**config.mk**
```make
export PLATFORM = sky130hd
export DESIGN_NAME = base64_strict_stream_decoder
export DESIGN_NICKNAME = d
export VERILOG_FILES = /design/src/hdl/b64d_pkg.sv /design/src/hdl/base64_strict_stream_decoder.sv /design/src/hdl/b64d_front.sv /design/src/hdl/b64d_queue.sv /design/src/hdl/b64d_back.sv
export SDC_FILE = /design/constraint.sdc
export NUM_CORES = 1
export LEC_CHECK = 0
export ABC_AREA = 1
export ABC_CLOCK_PERIOD_IN_PS = 3400
export BUFFER_PORTS_ARGS = -buffer_cell sky130_fd_sc_hd__buf_2
export CAP_MARGIN = 20
export CORE_UTILIZATION = 35
export DETAILED_ROUTE_END_ITERATION = 8
export PLACE_DENSITY_LB_ADDON = 0.2
export SKIP_LAST_GASP = 1
export SLEW_MARGIN = 15
export SYNTH_ARGS = -nofsm -noshare
export SYNTH_HDL_FRONTEND = slang
export SYNTH_SLANG_ARGS = --single-unit
```
**constraint.sdc**
```tcl
create_clock -name aclk -period 3.4 [get_ports aclk]
set_clock_uncertainty 0.2 [all_clocks]
set_input_delay 0.34 -clock aclk [delete_from_list [all_inputs] [get_ports aclk]]
set_output_delay 0.34 -clock aclk [all_outputs]
set_load 0.02 [all_outputs]
```
**src/hdl/b64d_pkg.sv**
```systemverilog
// Shared types, constants and the alphabet lookup for the base64 stream decoder.
// Used by the front, queue, back and top-level modules; depends on nothing.
package b64d_pkg;

    // Default depth of the job queue between front and back
    localparam int QUEUE_DEPTH_DEFAULT = 4;

    localparam logic [7:0] PAD_CHAR = 8'h3D;

    // Index of the last result of a job
    localparam logic [1:0] LAST_IDX_ONE   = 2'd0;
    localparam logic [1:0] LAST_IDX_TWO   = 2'd1;
    localparam logic [1:0] LAST_IDX_THREE = 2'd2;

    // One job: the one to three result beats that a single input beat causes
    typedef struct packed {
        logic [23:0] bytes;     // first byte in [7:0], then [15:8], [23:16]
        logic [1:0]  last_idx;  // index of the final result of the job
        logic        byte_ok;   // results carry decoded bytes
        logic        fin_end;   // final result ends the text
        logic        fin_ok;    // final result reports success
    } job_t;

    // Lookup result: ok flag and 6-bit value
    typedef struct packed {
        logic       ok;
        logic [5:0] value;
    } sextet_t;

    // Map an ASCII character to its 6-bit base64 value
    function automatic sextet_t sextet_lookup(input logic [7:0] c);
        sextet_t r;
        r.ok    = 1'b1;
        r.value = 6'd0;
        if (c >= 8'h41 && c <= 8'h5A) begin
            r.value = 6'(c - 8'h41);
        end else if (c >= 8'h61 && c <= 8'h7A) begin
            r.value = 6'(c - 8'h61 + 8'd26);
        end else if (c >= 8'h30 && c <= 8'h39) begin
            r.value = 6'(c - 8'h30 + 8'd52);
        end else if (c == 8'h2B) begin
            r.value = 6'd62;
        end else if (c == 8'h2F) begin
            r.value = 6'd63;
        end else begin
            r.ok = 1'b0;
        end
        return r;
    endfunction

endpackage

```
**src/hdl/base64_strict_stream_decoder.sv**
```systemverilog
// Top level of the strict base64 stream decoder: front, job queue and back.
// Uses b64d_pkg, b64d_front, b64d_queue and b64d_back.
//
//   channel | direction | tdata            | tuser                      | tlast
//   s_      | in        | [7:0] symbol     | [0] symbol_present         | end_of_text
//   m_      | out       | [7:0] data_byte  | [0] byte_valid [1] success | end_of_output
//
// One character beat is accepted per cycle while the job queue has room.
// A completed group yields one to three result beats, one per cycle from the
// output register while m_tready is high, each job passing the queue and cur_reg.
// Reset (aresetn low, synchronous) clears the group state, queue and m_tvalid.
// A stalled m_ side fills the QUEUE_DEPTH-entry job queue, then s_tready drops.
module base64_strict_stream_decoder
    import b64d_pkg::*;
#(
    parameter int QUEUE_DEPTH = QUEUE_DEPTH_DEFAULT
) (
    input  logic       aclk,
    input  logic       aresetn,
    input  logic       s_tvalid,
    output logic       s_tready,
    input  logic [7:0] s_tdata,   // [7:0] symbol
    input  logic       s_tuser,   // [0] symbol_present
    input  logic       s_tlast,   // end_of_text
    output logic       m_tvalid,
    input  logic       m_tready,
    output logic [7:0] m_tdata,   // [7:0] data_byte
    output logic [1:0] m_tuser,   // [0] byte_valid, [1] success
    output logic       m_tlast    // end_of_output
);

    logic q_full;
    logic q_push;
    job_t push_job;
    logic q_pop;
    logic q_valid;
    job_t q_job;

    b64d_front u_front (
        .aclk     (aclk),
        .aresetn  (aresetn),
        .s_tvalid (s_tvalid),
        .s_tready (s_tready),
        .s_tdata  (s_tdata),
        .s_tuser  (s_tuser),
        .s_tlast  (s_tlast),
        .q_full   (q_full),
        .q_push   (q_push),
        .q_job    (push_job)
    );

    b64d_queue #(
        .DEPTH (QUEUE_DEPTH)
    ) u_queue (
        .aclk     (aclk),
        .aresetn  (aresetn),
        .push     (q_push),
        .push_job (push_job),
        .full     (q_full),
        .pop      (q_pop),
        .q_valid  (q_valid),
        .q_job    (q_job)
    );

    b64d_back u_back (
        .aclk     (aclk),
        .aresetn  (aresetn),
        .q_valid  (q_valid),
        .q_job    (q_job),
        .pop      (q_pop),
        .m_tvalid (m_tvalid),
        .m_tready (m_tready),
        .m_tdata  (m_tdata),
        .m_tuser  (m_tuser),
        .m_tlast  (m_tlast)
    );

endmodule

```
**src/hdl/b64d_front.sv**
```systemverilog
// Input side of the base64 decoder: accepts character beats, tracks the group
// and its checks, and pushes one job per beat that yields results. Uses b64d_pkg.
module b64d_front
    import b64d_pkg::*;
(
    input  logic       aclk,
    input  logic       aresetn,
    input  logic       s_tvalid,
    output logic       s_tready,
    input  logic [7:0] s_tdata,   // [7:0] symbol
    input  logic       s_tuser,   // [0] symbol_present
    input  logic       s_tlast,   // end_of_text
    input  logic       q_full,
    output logic       q_push,
    output job_t       q_job
);

    logic [1:0]  pos_reg, pos_next;
    logic [17:0] held_reg, held_next;
    logic        pad_reg, pad_next;
    logic        disc_reg, disc_next;

    logic        accept;
    sextet_t     sx;
    logic        is_pad;
    logic        fail;
    logic [7:0]  b0, b1, b2;

    assign s_tready = !q_full;
    assign accept   = s_tvalid && s_tready;
    assign sx       = sextet_lookup(s_tdata);
    assign is_pad   = (s_tdata == PAD_CHAR);
    assign b0       = held_reg[17:10];
    assign b1       = held_reg[9:2];
    assign b2       = {held_reg[1:0], sx.value};

    // Classify the beat and decide the next group state and the job
    always_comb begin
        pos_next  = pos_reg;
        held_next = held_reg;
        pad_next  = pad_reg;
        disc_next = disc_reg;
        fail      = 1'b0;
        q_push    = 1'b0;
        q_job     = '0;
        if (accept) begin
            if (disc_reg) begin
                // drop until end of text
                if (s_tlast) begin
                    disc_next = 1'b0;
                end
            end else if (!s_tuser) begin
                if (s_tlast) begin
                    if (pos_reg != 2'd0) begin
                        fail = 1'b1;
                    end else begin
                        // empty text
                        q_push         = 1'b1;
                        q_job.last_idx = LAST_IDX_ONE;
                        q_job.fin_end  = 1'b1;
                        q_job.fin_ok   = 1'b1;
                    end
                end
            end else if (pos_reg < 2'd2) begin
                if (!sx.ok || s_tlast) begin
                    fail = 1'b1;
                end else begin
                    held_next = {held_reg[11:0], sx.value};
                    pos_next  = pos_reg + 2'd1;
                end
            end else if (pos_reg == 2'd2) begin
                if (s_tlast) begin
                    fail = 1'b1;
                end else if (is_pad) begin
                    if (held_reg[3:0] != 4'd0) begin
                        fail = 1'b1;
                    end else begin
                        pad_next  = 1'b1;
                        held_next = {held_reg[11:0], 6'd0};
                        pos_next  = 2'd3;
                    end
                end else if (!sx.ok) begin
                    fail = 1'b1;
                end else begin
                    held_next = {held_reg[11:0], sx.value};
                    pos_next  = 2'd3;
                end
            end else begin
                // fourth character of the group
                if (pad_reg) begin
                    if (!is_pad || !s_tlast) begin
                        fail = 1'b1;
                    end else begin
                        q_push         = 1'b1;
                        q_job.bytes    = {16'd0, b0};
                        q_job.last_idx = LAST_IDX_ONE;
                        q_job.byte_ok  = 1'b1;
                        q_job.fin_end  = 1'b1;
                        q_job.fin_ok   = 1'b1;
                    end
                end else if (is_pad) begin
                    if (!s_tlast || held_reg[1:0] != 2'd0) begin
                        fail = 1'b1;
                    end else begin
                        q_push         = 1'b1;
                        q_job.bytes    = {8'd0, b1, b0};
                        q_job.last_idx = LAST_IDX_TWO;
                        q_job.byte_ok  = 1'b1;
                        q_job.fin_end  = 1'b1;
                        q_job.fin_ok   = 1'b1;
                    end
                end else if (!sx.ok) begin
                    fail = 1'b1;
                end else begin
                    q_push         = 1'b1;
                    q_job.bytes    = {b2, b1, b0};
                    q_job.last_idx = LAST_IDX_THREE;
                    q_job.byte_ok  = 1'b1;
                    q_job.fin_end  = s_tlast;
                    q_job.fin_ok   = s_tlast;
                end
                pos_next  = 2'd0;
                held_next = '0;
                pad_next  = 1'b0;
            end

            // End of text or an error clears the group
            if (!disc_reg && (fail || (s_tuser && s_tlast) || (!s_tuser && s_tlast))) begin
                pos_next  = 2'd0;
                held_next = '0;
                pad_next  = 1'b0;
            end
            if (fail) begin
                disc_next      = !s_tlast;
                q_push         = 1'b1;
                q_job          = '0;
                q_job.last_idx = LAST_IDX_ONE;
                q_job.fin_end  = 1'b1;
                q_job.fin_ok   = 1'b0;
            end
        end
    end

    // Hold the group state
    always_ff @(posedge aclk) begin
        if (!aresetn) begin
            pos_reg  <= 2'd0;
            held_reg <= '0;
            pad_reg  <= 1'b0;
            disc_reg <= 1'b0;
        end else begin
            pos_reg  <= pos_next;
            held_reg <= held_next;
            pad_reg  <= pad_next;
            disc_reg <= disc_next;
        end
    end

endmodule

```
**src/hdl/b64d_queue.sv**
```systemverilog
// Short job queue between the decoder front and back, a ring of DEPTH entries.
// Uses b64d_pkg for the job type.
module b64d_queue
    import b64d_pkg::*;
#(
    parameter int DEPTH = QUEUE_DEPTH_DEFAULT
) (
    input  logic aclk,
    input  logic aresetn,
    input  logic push,
    input  job_t push_job,
    output logic full,
    input  logic pop,
    output logic q_valid,
    output job_t q_job
);

    localparam int PTR_W = (DEPTH > 1) ? $clog2(DEPTH) : 1;
    localparam int CNT_W = $clog2(DEPTH + 1);
    localparam logic [PTR_W-1:0] LAST_PTR = PTR_W'(DEPTH - 1);
    localparam logic [CNT_W-1:0] FULL_CNT = CNT_W'(DEPTH);

    job_t             mem [DEPTH];
    logic [PTR_W-1:0] wr_ptr_reg, wr_ptr_next;
    logic [PTR_W-1:0] rd_ptr_reg, rd_ptr_next;
    logic [CNT_W-1:0] cnt_reg, cnt_next;
    logic             do_pop;

    assign full    = (cnt_reg == FULL_CNT);
    assign q_valid = (cnt_reg != '0);
    assign q_job   = mem[rd_ptr_reg];
    assign do_pop  = pop && q_valid;

    // Advance pointers and count
    always_comb begin
        wr_ptr_next = wr_ptr_reg;
        rd_ptr_next = rd_ptr_reg;
        cnt_next    = cnt_reg;
        if (push) begin
            wr_ptr_next = (wr_ptr_reg == LAST_PTR) ? '0 : wr_ptr_reg + 1'b1;
        end
        if (do_pop) begin
            rd_ptr_next = (rd_ptr_reg == LAST_PTR) ? '0 : rd_ptr_reg + 1'b1;
        end
        if (push && !do_pop) begin
            cnt_next = cnt_reg + 1'b1;
        end else if (!push && do_pop) begin
            cnt_next = cnt_reg - 1'b1;
        end
    end

    always_ff @(posedge aclk) begin
        if (!aresetn) begin
            wr_ptr_reg <= '0;
            rd_ptr_reg <= '0;
            cnt_reg    <= '0;
        end else begin
            wr_ptr_reg <= wr_ptr_next;
            rd_ptr_reg <= rd_ptr_next;
            cnt_reg    <= cnt_next;
        end
    end

    // Store the job payload
    always_ff @(posedge aclk) begin
        if (push) begin
            mem[wr_ptr_reg] <= push_job;
        end
    end

`ifndef SYNTHESIS
    a_no_push_full: assert property (@(posedge aclk) disable iff (!aresetn)
        full |-> !push || do_pop)
        else $error("job pushed into a full queue");
    a_count_step: assert property (@(posedge aclk) disable iff (!aresetn)
        (push && !do_pop) |=> cnt_reg == $past(cnt_reg) + 1'b1)
        else $error("queue count did not advance on push");
    a_count_range: assert property (@(posedge aclk) disable iff (!aresetn)
        cnt_reg <= FULL_CNT)
        else $error("queue count beyond depth");
`endif

endmodule

```
**src/hdl/b64d_back.sv**
```systemverilog
// Output side of the base64 decoder: takes jobs from the queue and issues their
// result beats through a registered master port. Uses b64d_pkg.
module b64d_back
    import b64d_pkg::*;
(
    input  logic       aclk,
    input  logic       aresetn,
    input  logic       q_valid,
    input  job_t       q_job,
    output logic       pop,
    output logic       m_tvalid,
    input  logic       m_tready,
    output logic [7:0] m_tdata,   // [7:0] data_byte
    output logic [1:0] m_tuser,   // [0] byte_valid, [1] success
    output logic       m_tlast    // end_of_output
);

    job_t       cur_reg, cur_next;
    logic       cur_valid_reg, cur_valid_next;
    logic [1:0] idx_reg, idx_next;

    logic       m_tvalid_reg;
    logic [7:0] m_tdata_reg;
    logic [1:0] m_tuser_reg;
    logic       m_tlast_reg;

    logic       out_free;
    logic       emit;
    logic       fin;
    logic       done;
    logic [7:0] sel_byte;

    assign out_free = !m_tvalid_reg || m_tready;
    assign emit     = out_free && cur_valid_reg;
    assign fin      = (idx_reg == cur_reg.last_idx);
    assign done     = emit && fin;
    assign pop      = q_valid && (!cur_valid_reg || done);

    // Select the byte of the current result
    always_comb begin
        case (idx_reg)
            2'd0:    sel_byte = cur_reg.bytes[7:0];
            2'd1:    sel_byte = cur_reg.bytes[15:8];
            default: sel_byte = cur_reg.bytes[23:16];
        endcase
    end

    // Advance through the job, load the next one as the last beat leaves
    always_comb begin
        cur_next       = cur_reg;
        cur_valid_next = cur_valid_reg;
        idx_next       = idx_reg;
        if (pop) begin
            cur_next       = q_job;
            cur_valid_next = 1'b1;
            idx_next       = 2'd0;
        end else if (done) begin
            cur_valid_next = 1'b0;
        end else if (emit) begin
            idx_next = idx_reg + 2'd1;
        end
    end

    always_ff @(posedge aclk) begin
        if (!aresetn) begin
            cur_valid_reg <= 1'b0;
            idx_reg       <= 2'd0;
            m_tvalid_reg  <= 1'b0;
        end else begin
            cur_valid_reg <= cur_valid_next;
            idx_reg       <= idx_next;
            if (out_free) begin
                m_tvalid_reg <= cur_valid_reg;
            end
        end
    end

    // Load the current job and the output register payload
    always_ff @(posedge aclk) begin
        cur_reg <= cur_next;
        if (emit) begin
            m_tdata_reg <= sel_byte;
            m_tuser_reg <= {fin && cur_reg.fin_ok, cur_reg.byte_ok};
            m_tlast_reg <= fin && cur_reg.fin_end;
        end
    end

    assign m_tvalid = m_tvalid_reg;
    assign m_tdata  = m_tdata_reg;
    assign m_tuser  = m_tuser_reg;
    assign m_tlast  = m_tlast_reg;

`ifndef SYNTHESIS
    a_bare_is_final: assert property (@(posedge aclk) disable iff (!aresetn)
        (m_tvalid && !m_tuser[0]) |-> m_tlast && m_tdata == 8'd0)
        else $error("result without a byte is not a final zero beat");
    a_success_final: assert property (@(posedge aclk) disable iff (!aresetn)
        (m_tvalid && m_tuser[1]) |-> m_tlast)
        else $error("success flagged on a non-final beat");
    a_idx_range: assert property (@(posedge aclk) disable iff (!aresetn)
        cur_valid_reg |-> idx_reg <= cur_reg.last_idx)
        else $error("result index past the end of the job");
`endif

endmodule
```
# == After elaboration in Yosys (flattened, before gate mapping) ==
# Memories as Yosys holds them, arrays and structs flattened. A register that Yosys moved wholly into a read port is not among the register bits.
# Cells that the tools add are included.
# op_classes
shift,0
multipliers,0
n_addsub,11
bitwise_logic,2
n_reduce_logical,44
magnitude_cmp,7
eq_ne,18
muxes,95
div,0
# ops
op,n
2-to-1 mux 29 bit,8
2-to-1 mux 18 bit,10
2-to-1 mux 1 bit,50
2-to-1 mux 2 bit,16
2-to-1 mux 6 bit,5
== test 8 x 6 -> 1 bit (second input constant),3
2-to-1 mux 24 bit,1
2-to-1 mux 21 bit,1
>= comparator 8 x 7 -> 1 bit (second input constant),2
less-or-equal comparator 8 x 7 -> 1 bit (second input constant),2
one-hot mux 8 bit (2 select lines),1
logical AND 1 bit,15
AND reduction 7 bit,2
2-to-1 mux 13 bit,1
subtractor 6 bit (second input constant),2
logical NOT 1 bit,10
nonzero test 2 bit,5
!= test 3 bit (second input constant),3
adder 2 x 1 -> 2 bit (second input constant),4
>= comparator 8 x 6 -> 1 bit (second input constant),1
less-or-equal comparator 8 x 6 -> 1 bit (second input constant),1
logical OR 1 bit,7
adder 6 x 5 -> 6 bit (second input constant),1
adder 6 bit (second input constant),1
other kinds (20),25
# word_totals
wordCells,191
memories,1
romBits,0
ram_bits,116
inputBits,14
latch_bits,0
output_inout_bits,13
register_bits,44
# mem_list
name,words,width,read_ports,rd_clocked_by_memory_dff,write_ports,line_no,rtl
u_queue.mem,4,29,1,1,1,b64d_queue.sv:23,job_t mem [DEPTH];

# == Longest topological paths before layout ==
# depth
depth_word,20
depth_mapped,26

# == By module ==
# A second synthesis with hierarchy kept.
# hier_totals
hier_cells,834
area_unflattened_um2,8859.7
# by_module_without_submodules
mod,cells_each,n_inst,area_per_inst_um2,seq_area_each_um2
b64d_queue,345,1,4931.0,3663.5
b64d_front,381,1,2323.5,440.4
b64d_back,108,1,1605.3,1281.2

# == Worst setup path after synthesis ==
# Ideal clock, no wire load.
# synth_timing
path_type,reg-to-reg
startpoint,register u_back.idx_reg[0]
endpoint,register u_queue.cnt_reg[1]
n_path_buf,0
setup_time_ns,0.116
stages_incl_launch_ff,12
slack_ns,-0.287
t_arrival_ns,3.371
synth_period_minus_slack_ns,3.687
path_cell_list,dfxtp_1 > xnor2_1 > nand2_1 > o21ai_0 > inv_1 > nor2_1 > inv_1 > ha_1 > inv_1 > fa_1 > o21ai_0 > nor2_1
# synth_via
elab_chain_cells,8
elab_cells_between_ends,10
cone_classes,eq/ne: 1; mux: 1; reduce/logical: 8
# synth_lines
element,line_no,rtl
start: declaration,b64d_back.sv:20,"logic [1:0] idx_reg, idx_next;"
start signal: assignment,b64d_back.sv:71,idx_reg <= idx_next;
== test 2 bit,b64d_back.sv:35,assign fin = (idx_reg == cur_reg.last_idx);
logical AND 1 bit,b64d_back.sv:36,assign done = emit && fin;
logical OR 1 bit,b64d_back.sv:37,assign pop = q_valid && (!cur_valid_reg || done);
logical AND 1 bit,b64d_back.sv:37,
named net q_pop,base64_strict_stream_decoder.sv:35,logic q_pop;
logical AND 1 bit,b64d_queue.sv:32,assign do_pop = pop && q_valid;
logical NOT 1 bit,b64d_queue.sv:45,if (push && !do_pop) begin
logical AND 1 bit,b64d_queue.sv:45,
2-to-1 mux 3 bit,b64d_queue.sv:45,
named net u_queue.cnt_next[1],b64d_queue.sv:26,"logic [CNT_W-1:0] cnt_reg, cnt_next;"
end signal: assignment,b64d_queue.sv:60,cnt_reg <= cnt_next;
end: declaration,b64d_queue.sv:26,
# The timed path passes the listed nets, and every way through them passes these cells.
# A chain may end at the register's enable or synchronous reset.

# == Worst setup path after layout ==
# layout_timing
startpoint,input port s_tdata[2]
endpoint,register u_queue.cnt_reg[2]
# layout_via
elab_chain_cells,19
elab_cells_between_ends,48
cone_classes,order compare: 6; eq/ne: 3; mux: 28; reduce/logical: 11
# layout_lines
element,line_no,rtl
start: declaration,base64_strict_stream_decoder.sv:22,"input logic [7:0] s_tdata,"
branches (longest 14 deep; another with >= comparator 8 x 6 -> 1 bit),-,
2-to-1 mux 1 bit *,b64d_front.sv:133,if (fail) begin
2-to-1 mux 1 bit *,b64d_front.sv:46,if (accept) begin
named net q_push,base64_strict_stream_decoder.sv:33,logic q_push;
logical NOT 1 bit,b64d_queue.sv:47,end else if (!push && do_pop) begin
logical AND 1 bit,b64d_queue.sv:47,
nonzero test 2 bit (no line),-,
# Mark *: on every way through the listed nets, which the timed path passes. The select of a mux whose other input is x is not followed.

==> impl_metrics.py <==
metrics = {
    "pwr": {
        "total_leakage_power_nw": 3.68,
        "power_density_nw_per_um2": 752,
        "max-vdd-ir-drop_mv": 0.380,
        "pwr_total_w": 0.00729,
    },
    "layout": {
        "layout_cells_sized_above_1_pct": 14.8,
        "sequential_cell_area_um2": 5350,
        "fillers": 2303,
        "nNetsFinal": 891,
        "multiInputGateArea_um2": 2650,
        "largest_register_ffs": 116,
        "area.growth.synth_to_final_pct": 14.9,
        "diodes": 0,
    },
    "detailed_routing": {
        "dr.pass1.iters": 5,
        "drt_wl_total_mm": 18.6,
        "starting_drt_drc_count": 329,
        "number_of_remaining_drc_errors": 0,
        "ant_nets": 0,
        "number_of_vias_in_the_routed_layout": 5654,
        "avgViaCountPerCell": 4.76,
        "detail_route.wl_per_cell_um": 15.7,
    },
    "clock_tree": {
        "cts-root-to-sink-buffers": 2,
        "tritoncts": "done",
        "htree_num_levels": 4,
        "postCtsSetupBuffers": 0,
        "register_clock_pin_slew_on_the_reported_worst_setup_and_hold_paths_ns": 0.07,
        "numCtsBuffers": 17,
        "ctsRootBufferMaster": "sky130_fd_sc_hd__clkbuf_16",
        "worst_skew_pair.late_latency_ns": 0.43,
        "numClockSinks": 189,
    },
    "die": {
        "die-width_um": 157,
        "floorplan.core_area_um2": 23500,
        "floorplan.rows": 56,
        "floorplan.die_area_um2": 24700,
        "floorplan.initialDensity_pct": 35.9,
        "ios": 27,
        "die-height_um": 157,
    },
    "setup_path": {
        "worstSetupStartpointType": "primary input",
        "critical-path-slowest-cell": "sky130_fd_sc_hd__fa_1",
        "critical_path_required_ns": 3.52,
        "cp_slowest_stage_delay_ns": 0.37,
        "crit_type": "in2reg",
        "critical_path_origin": "s_tdata[2]",
        "cp.arrival_ns": 3.07,
        "r2r_slack_ns": 0.53,
        "timing.reg2reg.worst_path_depth": 13,
        "worstReg2RegEnd": "u_queue.cnt_reg[2]",
        "crit_path_end": "u_queue.cnt_reg[2]",
        "timing.critical_path.mode_cell": "sky130_fd_sc_hd__nand2_2",
        "r2r-start": "u_front.pos_reg[0]",
        "critical_path.endpoint_type": "flip-flop",
        "crit_path_cell_trace": "buf_2 -> inv_2 -> ha_1 -> or2_1 -> nand2_2 -> nor2_4 -> nor2_4 -> nand3_2 -> nand3_1 -> nand2_1 -> a21oi_2 -> nand2_2 -> nand2_2 -> nand2_4 -> a21oi_4 -> ha_1 -> inv_1 -> fa_1 -> a21oi_1 -> o21ai_0 -> o21ai_0 -> a21oi_1",
        "path_max_fanout": 5,
    },
    "outcome": {
        "outcome": "finished, final reports clean",
    },
    "place": {
        "gp_routability_congestion": 0.837,
        "dpl_worst_slack_ns": -0.00157,
        "port_buffers": 26,
        "dpl.hpwl_mm": 12.5,
    },
    "grt": {
        "grt_start_max_net_pins": 55,
        "grtUsageTotal_pct": 16.2,
        "number_of_global_route_vias_before_repair": 5444,
        "first_pass_grt_wire_length_mm": 29.6,
        "grt_remaining_overflow": 0,
        "antenna_found_initial": 0,
    },
    "yosys": {
        "syn_inst": 808,
        "synth.area.mux_share_pct": 0,
        "synth_warnings": 0,
        "post_synthesis_instance_area_um2": 8440,
        "synthXorXnorAreaFrac_pct": 1.14,
        "yosysUniqueCellTypes": 40,
        "postSynthNetCount": 842,
        "compound_cell_area_share_of_the_yosys_netlist_pct": 9.62,
        "synth-adder-area-share_pct": 3.05,
        "synth-seq-area-share_pct": 63.3,
        "largest_family_of_logic_cells_by_synthesized_area": "simple AND/OR/NAND/NOR gates",
        "post_synth_and_or_nand_nor_area_fraction_pct": 17.5,
        "syn_avg_cell_area_um2": 10.4,
        "synth_seq_cells": 189,
    },
    "sta": {
        "max-slew-margin-rel_pct": 52.4,
        "fin_crit_ns": 2.96,
        "postLayoutSetupSlackWorst_ns": 0.444,
        "setup_repair_after_global_routing_missed_its_margin": "no",
        "timing.final.crit_share_pct": 87.0,
        "finalSetupViolCount": 0,
        "maximum_operating_frequency_mhz": 338,
        "timing.final.hold_violations": 0,
        "timing_max_transition_violations_final": 0,
        "tightestPinTransition_ns": 0.711,
    },
    "flow_run": {
        "max-cap-violations": 0,
    },
    "hold_path": {
        "worst_hold_path_type": "in2reg",
    },
}
-- metal layers --
metal | GRT usage, % | vias up | routed length, µm
met2 | 27.7 | 84 | 9160
li1 | - | 2859 | -
met1 | 20.9 | 2703 | 8830
met5 | 0 | - | 0
met4 | 4.53 | 0 | 132
met3 | 3.22 | 8 | 496
-- critical path, delay by kind of cell --
family	cells	cell delay, ns
compound gates	6	0.77
buf+inv	3	0.24
simple gates	10	0.99
fa+ha+maj	3	0.73
-- final cells by class --
| cell class | instances | area share, % |
|---|---|---|
| flip-flops and latches | 189 | 55.1 |
| clock buffers | 19 | 4.46 |
| multi-input cells | 513 | 27.3 |
| clock inverters | 13 | 1.20 |
| repair buffers | 64 | 4.98 |
| well taps | 319 | 4.11 |
| inverters | 72 | 2.80 |
-- timing repair --
action                                  in CTS  in global routing
endpoints found under the setup margin       0                  0
hold buffers                                 2                  0
hold endpoints to repair                     2                  0
gates resized for setup                      0                  0
-- through the flow --
stage	cells	setup TNS [ns]	hold slack (ns)	util (%)	instance area, µm²
6_report	1189	0	0.124	41.2	9700
2_1_floorplan	808	0	0.200	-	8450
3_3_place_gp	1155	0	0.210	38.8	9130
3_5_place_dp	1155	-0.00157	0.222	38.8	9130
4_1_cts	1189	0	0.113	41.2	9700
5_1_grt	1189	0	0.136	41.2	9700
-- synth_stat cells (all sizes together) --
cell | count | area, µm²
a21oi | 24 | 143
nand4 | 3 | 48.8
nand3 | 46 | 240
a22oi | 8 | 60.1
o21ai | 81 | 405
clkbuf | 23 | 86.3
xor2 | 8 | 70.1
fa | 1 | 20.0
a31oi | 1 | 6.26
o21a | 1 | 7.51
o221ai | 1 | 8.76
nand3b | 1 | 7.51
ha | 19 | 238
and2 | 4 | 25.0
clkinv | 1 | 5.00
xnor2 | 3 | 26.3
nor2 | 146 | 568
buf | 11 | 93.8
nand2 | 120 | 495
dfxtp | 33 | 661
o22ai | 29 | 181
nor3 | 14 | 75.1
inv | 71 | 267
or2 | 3 | 18.8
edfxtp | 156 | 4680
-- logic make-up (layout without fill, tap and decap cells) --
group	Yosys count	in the layout
buf+inv	106	168
fa+ha+maj	20	20
compound gates	145	145
flops	189	189
xor+xnor	11	11
simple gates	337	337
-- cells in the final DEF, fill, tap and decap left out, types with 19 or more instances in the layout --
cell	n
sky130_fd_sc_hd__buf_4	31
sky130_fd_sc_hd__o21ai_0	80
sky130_fd_sc_hd__nand3_1	44
sky130_fd_sc_hd__nor2_1	141
sky130_fd_sc_hd__edfxtp_1	156
sky130_fd_sc_hd__inv_1	66
sky130_fd_sc_hd__ha_1	19
sky130_fd_sc_hd__o22ai_1	29
sky130_fd_sc_hd__buf_2	26
sky130_fd_sc_hd__nand2_1	108
sky130_fd_sc_hd__a21oi_1	20
sky130_fd_sc_hd__dfxtp_1	32
-- report_power, final --
part | switching (W) | total (W) | internal [W]
registers | 0.000165 | 0.00331 | 0.00314
logic | 0.00145 | 0.00211 | 0.000655
clock network | 0.000861 | 0.00188 | 0.00101
total | 0.00248 | 0.00729 | 0.00481
-- how the worst min path moves through the flow --
stage	startpoint	endpoint	slack (ns)	cells after the start
3_3_place_gp	u_back.cur_reg[2]	u_back.m_tuser[0]	0.21	0
5_1_grt	aresetn	u_front.held_reg[4]	0.14	3
4_1_cts	aresetn	u_front.held_reg[4]	0.11	3
2_1_floorplan	u_back.cur_reg[2]	u_back.m_tuser[0]	0.20	0
6_report	aresetn	u_front.held_reg[4]	0.12	3
3_5_place_dp	u_back.cur_reg[2]	u_back.m_tuser[0]	0.22	0
Power figures use the tool's default switching activity.
